File: config.mk
export PLATFORM = sky130hd
export DESIGN_NAME = color_space_converter_core
export DESIGN_NICKNAME = d
export VERILOG_FILES = /design/src/rtl/csc_pkg.sv /design/src/rtl/csc_matrix.sv /design/src/rtl/color_space_converter_core.sv
export SDC_FILE = /design/constraint.sdc
export NUM_CORES = 2
export LEC_CHECK = 0
export BUFFER_PORTS_ARGS = -buffer_cell sky130_fd_sc_hd__buf_2
export CAP_MARGIN = 25
export CORE_UTILIZATION = 40
export DETAILED_ROUTE_END_ITERATION = 16
export SYNTH_ARGS = -nofsm -noshare
export SYNTH_HDL_FRONTEND = slang
export SYNTH_HIERARCHICAL = 1
export SYNTH_SLANG_ARGS = --single-unit
export TNS_END_PERCENT = 100
File: constraint.sdc
create_clock -name clk -period 9.4 [get_ports clk]
set_input_delay 1.88 -clock clk [delete_from_list [all_inputs] [get_ports clk]]
set_output_delay 1.88 -clock clk [all_outputs]
set_load 0.005 [all_outputs]
File: src/rtl/csc_pkg.sv
// ----------------------------------------------------------------------------
// csc_pkg: shared types for the color space converter
// Color space codes, the channel bundle of one pixel and the space selector.
// ----------------------------------------------------------------------------
package csc_pkg;

  // Color space codes as carried on the selector fields
  typedef enum logic [1:0] {
    SPACE_GREY = 2'd0,
    SPACE_RGB  = 2'd1,
    SPACE_RGBA = 2'd2,
    SPACE_YUV  = 2'd3
  } space_t;

  // Four 8-bit channels, c0 in the lowest bits
  typedef struct packed {
    logic [7:0] c3;
    logic [7:0] c2;
    logic [7:0] c1;
    logic [7:0] c0;
  } pixel_t;

  // Source and destination spaces, source in the lowest bits
  typedef struct packed {
    space_t dst;
    space_t src;
  } sel_t;

  localparam int PIXEL_W = $bits(pixel_t);
  localparam int SEL_W   = $bits(sel_t);

endpackage

File: src/rtl/csc_matrix.sv
// ----------------------------------------------------------------------------
// csc_matrix: color matrix and channel select
// Computes the forward and inverse BT.601 full-range matrices in fixed point,
// truncates toward zero, clips to 0..255 and picks the destination channels.
// ----------------------------------------------------------------------------
module csc_matrix #(
  parameter int COEF_FRAC_BITS = 16
) (
  input  csc_pkg::sel_t   sel,
  input  csc_pkg::pixel_t pix_in,
  output csc_pkg::pixel_t pix_out
);
  import csc_pkg::*;

  localparam int F     = COEF_FRAC_BITS;
  localparam int CW    = F + 2;        // signed coefficient width, magnitudes below 2.0
  localparam int ACC_W = F + 11;       // holds a coefficient times a 9-bit signed value
  localparam longint ONE   = longint'(1) << F;
  localparam longint DEN   = 64'sd10000000;
  localparam longint HALF  = 64'sd5000000;

  // Coefficients in Q(F), rounded to nearest from units of 1e-7
  localparam longint K_YR = (64'sd2990000  * ONE + HALF) / DEN;
  localparam longint K_YG = (64'sd5870000  * ONE + HALF) / DEN;
  localparam longint K_YB = (64'sd1140000  * ONE + HALF) / DEN;
  localparam longint K_UR = (64'sd1687000  * ONE + HALF) / DEN;
  localparam longint K_UG = (64'sd3313000  * ONE + HALF) / DEN;
  localparam longint K_HF = (64'sd5000000  * ONE + HALF) / DEN;
  localparam longint K_VG = (64'sd4187000  * ONE + HALF) / DEN;
  localparam longint K_VB = (64'sd813000   * ONE + HALF) / DEN;
  localparam longint K_RU = (64'sd9267     * ONE + HALF) / DEN;
  localparam longint K_RV = (64'sd14016868 * ONE + HALF) / DEN;
  localparam longint K_GU = (64'sd3436954  * ONE + HALF) / DEN;
  localparam longint K_GV = (64'sd7141690  * ONE + HALF) / DEN;
  localparam longint K_BU = (64'sd17721604 * ONE + HALF) / DEN;
  localparam longint K_BV = (64'sd9902     * ONE + HALF) / DEN;

  localparam logic signed [CW-1:0] C_YR = CW'(K_YR);
  localparam logic signed [CW-1:0] C_YG = CW'(K_YG);
  localparam logic signed [CW-1:0] C_YB = CW'(K_YB);
  localparam logic signed [CW-1:0] C_UR = CW'(K_UR);
  localparam logic signed [CW-1:0] C_UG = CW'(K_UG);
  localparam logic signed [CW-1:0] C_HF = CW'(K_HF);
  localparam logic signed [CW-1:0] C_VG = CW'(K_VG);
  localparam logic signed [CW-1:0] C_VB = CW'(K_VB);
  localparam logic signed [CW-1:0] C_RU = CW'(K_RU);
  localparam logic signed [CW-1:0] C_RV = CW'(K_RV);
  localparam logic signed [CW-1:0] C_GU = CW'(K_GU);
  localparam logic signed [CW-1:0] C_GV = CW'(K_GV);
  localparam logic signed [CW-1:0] C_BU = CW'(K_BU);
  localparam logic signed [CW-1:0] C_BV = CW'(K_BV);

  localparam logic signed [ACC_W-1:0] OFS_128 = ACC_W'(longint'(128) * ONE);

  // Truncate toward zero and clip to 0..255; negative sums clip to zero
  function automatic logic [7:0] to_byte(input logic signed [ACC_W-1:0] acc);
    logic [ACC_W-F-1:0] whole;
    whole = acc[ACC_W-1:F];
    if (acc[ACC_W-1]) begin
      to_byte = 8'd0;
    end else if (whole > (ACC_W-F)'(255)) begin
      to_byte = 8'd255;
    end else begin
      to_byte = whole[7:0];
    end
  endfunction

  logic signed [8:0] s0, s1, s2, du, dv;
  logic signed [ACC_W-1:0] y_one;
  logic signed [ACC_W-1:0] p_yr, p_yg, p_yb, p_ur, p_ug, p_ub, p_vr, p_vg, p_vb;
  logic signed [ACC_W-1:0] p_ru, p_rv, p_gu, p_gv, p_bu, p_bv;
  logic [7:0] fy, fu, fv, ir, ig, ib;
  logic [7:0] r, g, b, a, y, u, v;

  // Channels as signed values, chroma centered on zero
  assign s0 = signed'({1'b0, pix_in.c0});
  assign s1 = signed'({1'b0, pix_in.c1});
  assign s2 = signed'({1'b0, pix_in.c2});
  assign du = s1 - 9'sd128;
  assign dv = s2 - 9'sd128;
  assign y_one = signed'(ACC_W'({pix_in.c0, F'(0)}));

  // Forward matrix products
  assign p_yr = C_YR * s0;
  assign p_yg = C_YG * s1;
  assign p_yb = C_YB * s2;
  assign p_ur = C_UR * s0;
  assign p_ug = C_UG * s1;
  assign p_ub = C_HF * s2;
  assign p_vr = C_HF * s0;
  assign p_vg = C_VG * s1;
  assign p_vb = C_VB * s2;

  // Inverse matrix products
  assign p_ru = C_RU * du;
  assign p_rv = C_RV * dv;
  assign p_gu = C_GU * du;
  assign p_gv = C_GV * dv;
  assign p_bu = C_BU * du;
  assign p_bv = C_BV * dv;

  // Sum, truncate and clip each channel
  assign fy = to_byte(p_yr + p_yg + p_yb);
  assign fu = to_byte(OFS_128 - p_ur - p_ug + p_ub);
  assign fv = to_byte(OFS_128 + p_vr - p_vg - p_vb);
  assign ir = to_byte(y_one - p_ru + p_rv);
  assign ig = to_byte(y_one - p_gu - p_gv);
  assign ib = to_byte(y_one + p_bu + p_bv);

  // Resolve all seven channels from the source space
  always_comb begin
    case (sel.src)
      SPACE_GREY: begin
        r = pix_in.c0; g = pix_in.c0; b = pix_in.c0; y = pix_in.c0;
        u = 8'd128;    v = 8'd128;    a = 8'd255;
      end
      SPACE_YUV: begin
        r = ir; g = ig; b = ib;
        y = pix_in.c0; u = pix_in.c1; v = pix_in.c2; a = 8'd255;
      end
      SPACE_RGBA: begin
        r = pix_in.c0; g = pix_in.c1; b = pix_in.c2; a = pix_in.c3;
        y = fy; u = fu; v = fv;
      end
      default: begin
        r = pix_in.c0; g = pix_in.c1; b = pix_in.c2; a = 8'd0;
        y = fy; u = fu; v = fv;
      end
    endcase
  end

  // Select the channels of the destination space, zero the unused ones
  always_comb begin
    pix_out = '0;
    case (sel.dst)
      SPACE_GREY: begin
        pix_out.c0 = y;
      end
      SPACE_YUV: begin
        pix_out.c0 = y; pix_out.c1 = u; pix_out.c2 = v;
      end
      SPACE_RGBA: begin
        pix_out.c0 = r; pix_out.c1 = g; pix_out.c2 = b; pix_out.c3 = a;
      end
      default: begin
        pix_out.c0 = r; pix_out.c1 = g; pix_out.c2 = b;
      end
    endcase
  end

endmodule

File: src/rtl/color_space_converter_core.sv
// ----------------------------------------------------------------------------
// color_space_converter_core: pixel color space converter
// Converts one pixel color per item between grey, RGB, RGBA and full-range YUV.
// ----------------------------------------------------------------------------
// Usage:
//   Slave channel s_*: one pixel color per item. s_tdata carries the four
//   source channels, s_tuser the source and destination space codes.
//   Master channel m_*: one converted color per item in m_tdata.
//   Every input item gives exactly one output item, in order.
// Path: the accepting edge loads the input register; the result register
//   takes the item from it as soon as the result register is free, and
//   m_tvalid rises with it, after which the item can leave.
// Throughput: one item per cycle while m_tready is high; the whole matrix,
//   clip and channel select sit between the input and result registers.
// Stall: while m_tready is low the result register holds its item; the input
//   register still takes one more item, and s_tready falls only when both
//   registers are full. A freed result register lets both stages advance in
//   the same cycle.
// Reset: rst clears both valid flags; no item is in flight afterwards.
// ----------------------------------------------------------------------------
module color_space_converter_core #(
  parameter int COEF_FRAC_BITS = 16
) (
  input  logic                          clk,
  input  logic                          rst,
  input  logic                          s_tvalid,
  output logic                          s_tready,
  input  logic [csc_pkg::PIXEL_W-1:0]   s_tdata,   // in_c0, in_c1, in_c2, in_c3
  input  logic [csc_pkg::SEL_W-1:0]     s_tuser,   // src_space, dst_space
  output logic                          m_tvalid,
  input  logic                          m_tready,
  output logic [csc_pkg::PIXEL_W-1:0]   m_tdata    // out_c0, out_c1, out_c2, out_c3
);
  import csc_pkg::*;

  logic   in_valid;
  sel_t   in_sel;
  pixel_t in_pix;
  pixel_t conv_pix;
  pixel_t out_pix;
  logic   out_load;
  logic   in_load;

  // Advance when the next stage is empty or draining
  assign out_load = !m_tvalid || m_tready;
  assign s_tready = !in_valid || out_load;
  assign in_load  = s_tvalid && s_tready;

  // Input register
  always_ff @(posedge clk) begin
    if (rst) begin
      in_valid <= 1'b0;
    end else if (s_tready) begin
      in_valid <= s_tvalid;
    end
  end

  always_ff @(posedge clk) begin
    if (in_load) begin
      in_sel <= sel_t'(s_tuser);
      in_pix <= pixel_t'(s_tdata);
    end
  end

  // Conversion between the two registers
  csc_matrix #(
    .COEF_FRAC_BITS(COEF_FRAC_BITS)
  ) u_matrix (
    .sel     (in_sel),
    .pix_in  (in_pix),
    .pix_out (conv_pix)
  );

  // Result register
  always_ff @(posedge clk) begin
    if (rst) begin
      m_tvalid <= 1'b0;
    end else if (out_load) begin
      m_tvalid <= in_valid;
    end
  end

  always_ff @(posedge clk) begin
    if (out_load && in_valid) begin
      out_pix <= conv_pix;
    end
  end

  assign m_tdata = out_pix;

  // Reset leaves both stages empty
  a_reset_empty: assert property (@(posedge clk) rst |=> !in_valid && !m_tvalid)
    else $error("pipeline not empty after reset");

  // Input side stalls only with both stages full
  a_stall_full: assert property (@(posedge clk) disable iff (rst)
    !s_tready |-> in_valid && m_tvalid)
    else $error("input stalled with a free stage");

  // A loaded item shows up as a valid result
  a_load_valid: assert property (@(posedge clk) disable iff (rst)
    (out_load && in_valid) |=> m_tvalid)
    else $error("converted item lost");

  // A grey destination leaves the upper channels at zero
  a_grey_zero: assert property (@(posedge clk) disable iff (rst)
    (out_load && in_valid && in_sel.dst == SPACE_GREY) |=> m_tdata[31:8] == 24'd0)
    else $error("grey destination with nonzero upper channels");

endmodule

==> parameters.txt <==
Parameter                              Value

Clocking
  CTS H-tree lvls    3
  Clock Pin Slew Worst Setup and Hold Paths    0.06 ns
  Number of buffers on the longest clock path    2
  CTS Buf Count    9
  Root buffer selected by CTS    clkbuf_16
  Clock sink count    70
  Worst-skew pair later-pin latency    0.38 ns
  Clock tree from TritonCTS    done
  Hold Buf Count CTS    0

Logic synthesis
  Proportion of synthesized area in mux cells    0.195%
  Average footprint of a synthesized cell    9.46 µm²
  Arithmetic-cell share of the synthesized area counting full adders, half adders and majority gates    58.7%
  Synth Warn #    6
  Gate Count Post-Synth    3328
  Count of flip-flops with a built-in enable after synthesis    68
  Number of register bits inferred by synthesis    70
  Sequential share of the synthesized area    6.62%
  Main combinational cell family by area after synthesis    adder cells
  Synthesized-area fraction occupied by ao, oa, aoi and oai cells    10.9%
  Proportion of register bits with asynchronous set or reset after synthesis    0%
  Post-Synthesis Net Count    4587
  Area of the mapped netlist    31500 µm²
  Xor/xnor cell area share of the yosys netlist    5.28%
  Dominant register cell in the synthesized netlist    edfxtp_1
  Synth unique cells    95
  Post-synthesis simple-gate area fraction    8.83%

Setup path
  Crit. End Element    flop
  Launching point of the worst reg2reg path    in_pix[13]
  Maximum fanout along the worst path    7
  Flop2flop setup slack    0.47 ns
  Launch point of the worst path    in_pix[13]
  Worst endpoint required time    9.52 ns
  Cell with the largest stage delay on the worst path    fa_1
  Class of the most critical setup path    flop to flop
  Type of element launching the critical path    flop
  Data arrival time of the worst path    9.04 ns
  Gate family responsible for the most delay along the worst path    adder cells
  Buffers and inverters on the worst path    2
  Delay contributed by the slowest stage of the critical path    0.56 ns

Detailed routing
  Violation count after the first detailed-routing iteration    1461
  # DRC    0
  Vias per std cell    5.24
  Total via count after detailed routing    23700
  Per-cell routed wire length    20.8 µm
  Final wirelength    94200 µm
  Remaining antenna violation count after routing    0
  1st-pass router iterations    7

Place
  Number of placed cells counting well taps    4489
  Input/output buffers    73
  Weighted congestion reported at the end of routability-driven placement    0.970
  DPL Wire Length    81100 µm

Floorplanning
  Vertical die dimension    282 µm
  Top-level I/O count    74
  FP Rows    102
  Floorplan core area    77600 µm²
  Die area    79800 µm²
  Die width    282 µm
  Starting density of the core    40.6%

STA
  Total Negative Setup Slacks    0 ns
  Ratio of final minimum period to clock period    95.0%
  Worst slew margin    34.6%
  Minimum hold slack    0.492 ns
  Final critical delay including setup and external delays    8.93 ns
  Unrepaired setup endpoints after global routing    false
  Layout Skew    0.0176 ns
  Maximum clock frequency    112 MHz
  Actual slew at the worst max-slew pin    0.981 ns
  Hold violation count in the final report    0
  Max Slew Vio Count    0
  Final count of negative-setup-slack endpoints    0

Hold path
  Worst min path class    flop to flop
  Min-Delay Startpoint    in_valid

GRT
  Pin count of the biggest net entering global routing    37
  Final global-route overflow total    0
  Global-route wire length before repair    144000 µm
  Initial antenna violation count    5
  Vias in the first global route    23800
  Total track usage    24.4%

Final layout
  Synthesis-to-finish area growth    8.47%
  Final net count    4733
  Fillcell total    7741
  Proportion of layout cells with a drive suffix above 1    7.33%
  Final non-filler cell total    4523

Run
  Reported max-cap violation count    0

Outcome
  Result of the run    completed
==> tightest hold or removal path: stages, from the launching register on <==
cell     delay [ns]
dfxtp_1        0.34
inv_1          0.06
a21oi_1        0.05
==> worst paths after layout <==
| check | depth (start not counted) | to |
|---|---|---|
| worst min register to register | 2 | m_tvalid |
| worst min-delay path | 2 | m_tvalid |
| worst max-delay path | 32 | m_tdata[20] |
| worst max register to register | 32 | m_tdata[20] |
==> stage by stage <==
stage               util (%)  cell area, µm²  setup slack [ns]
CTS                     43.8           34000             0.323
detailed placement      43.4           33700             0.344
floorplan                  -           31600          -0.00179
finish                  44.0           34100             0.473
global route            44.0           34100           0.00870
global placement        43.4           33700             0.518
==> cell usage after synthesis, types with 10 or more instances <==
library cell | count | area (µm²)
inv_1 | 767 | 2880
a21oi_1 | 145 | 726
a31oi_1 | 16 | 100
nor2b_1 | 22 | 138
o21bai_1 | 20 | 150
nand4_1 | 11 | 68.8
o211ai_1 | 20 | 150
xnor2_1 | 122 | 1070
a221o_1 | 10 | 100
a211oi_1 | 23 | 173
a21o_1 | 37 | 278
and3_1 | 11 | 68.8
ha_1 | 789 | 9870
nor2_1 | 124 | 465
or2_2 | 21 | 131
fa_1 | 430 | 8610
o21ai_0 | 82 | 410
nand2b_1 | 28 | 175
or3_1 | 19 | 119
nand3_1 | 51 | 255
nor3_1 | 54 | 270
nand2_1 | 143 | 537
o21a_1 | 22 | 165
clkbuf_1 | 15 | 56.3
edfxtp_1 | 68 | 2040
and2_1 | 14 | 87.6
xor2_1 | 65 | 569
==> layer usage <==
layer	track usage [%]	vias to the layer above	routed length (µm)
met5	0	-	23
met3	3.92	124	5940
met1	33.9	11600	43300
met4	7.21	4	3090
li1	-	11400	-
met2	38.9	622	41800
==> layout make-up <==
cell class | instances | area [µm²] | area share (%)
multi-input combinational | 2471 | 26600 | 77.9
inverter | 767 | 2890 | 8.47
sequential | 70 | 2080 | 6.10
tap | 1040 | 1300 | 3.81
timing repair buffer | 155 | 981 | 2.87
clock buffer | 9 | 225 | 0.660
clock inverter | 7 | 63.8 | 0.187
antenna | 4 | 10.0 | 0.0293
==> cell usage in the layout (no fill, tap or decap), types with 9 or more instances in the layout <==
master,instances
edfxtp_1,68
inv_1,762
nand3_1,50
buf_4,82
nor3_1,54
o21ai_0,81
o21a_1,22
nor2b_1,22
xnor2_1,122
ha_1,781
or3_1,19
and2_1,14
nor2_1,124
a221o_1,10
xor2_1,65
a21oi_1,142
a21o_1,37
a211oi_1,21
nand3b_1,9
a31oi_1,15
nand2_1,143
o21bai_1,20
nor4_1,9
nand2b_1,28
nand4_1,11
o211ai_1,20
clkbuf_16,9
buf_2,73
and3_1,11
fa_1,430
or2_2,21
==> cells by family (layout without fill, tap and decap cells) <==
logic type	after synthesis	in the layout
adders and majority gates	1219	1219
xor gates and xnor gates	188	188
muxes	6	6
buffers and inverters	787	938
other	1	5
and+or+nand+nor	554	554
DFF	70	70
AOI/OAI and AO/OA	503	503
==> state kept, by name, summed over array words and instances (netlist names) <==
name and flops:
m_tvalid 1, in_valid 1, in_sel 4, in_pix 32
m_tdata 32
==> repair_timing <==
item,in CTS,in global routing
gates resized for setup,0,6
hold endpoints to repair,0,0
endpoints found under the setup margin,0,17
buffers inserted,0,14
Power is not shown: default switching activity piles up to over one toggle a cycle in this logic, so the estimate is an artifact.
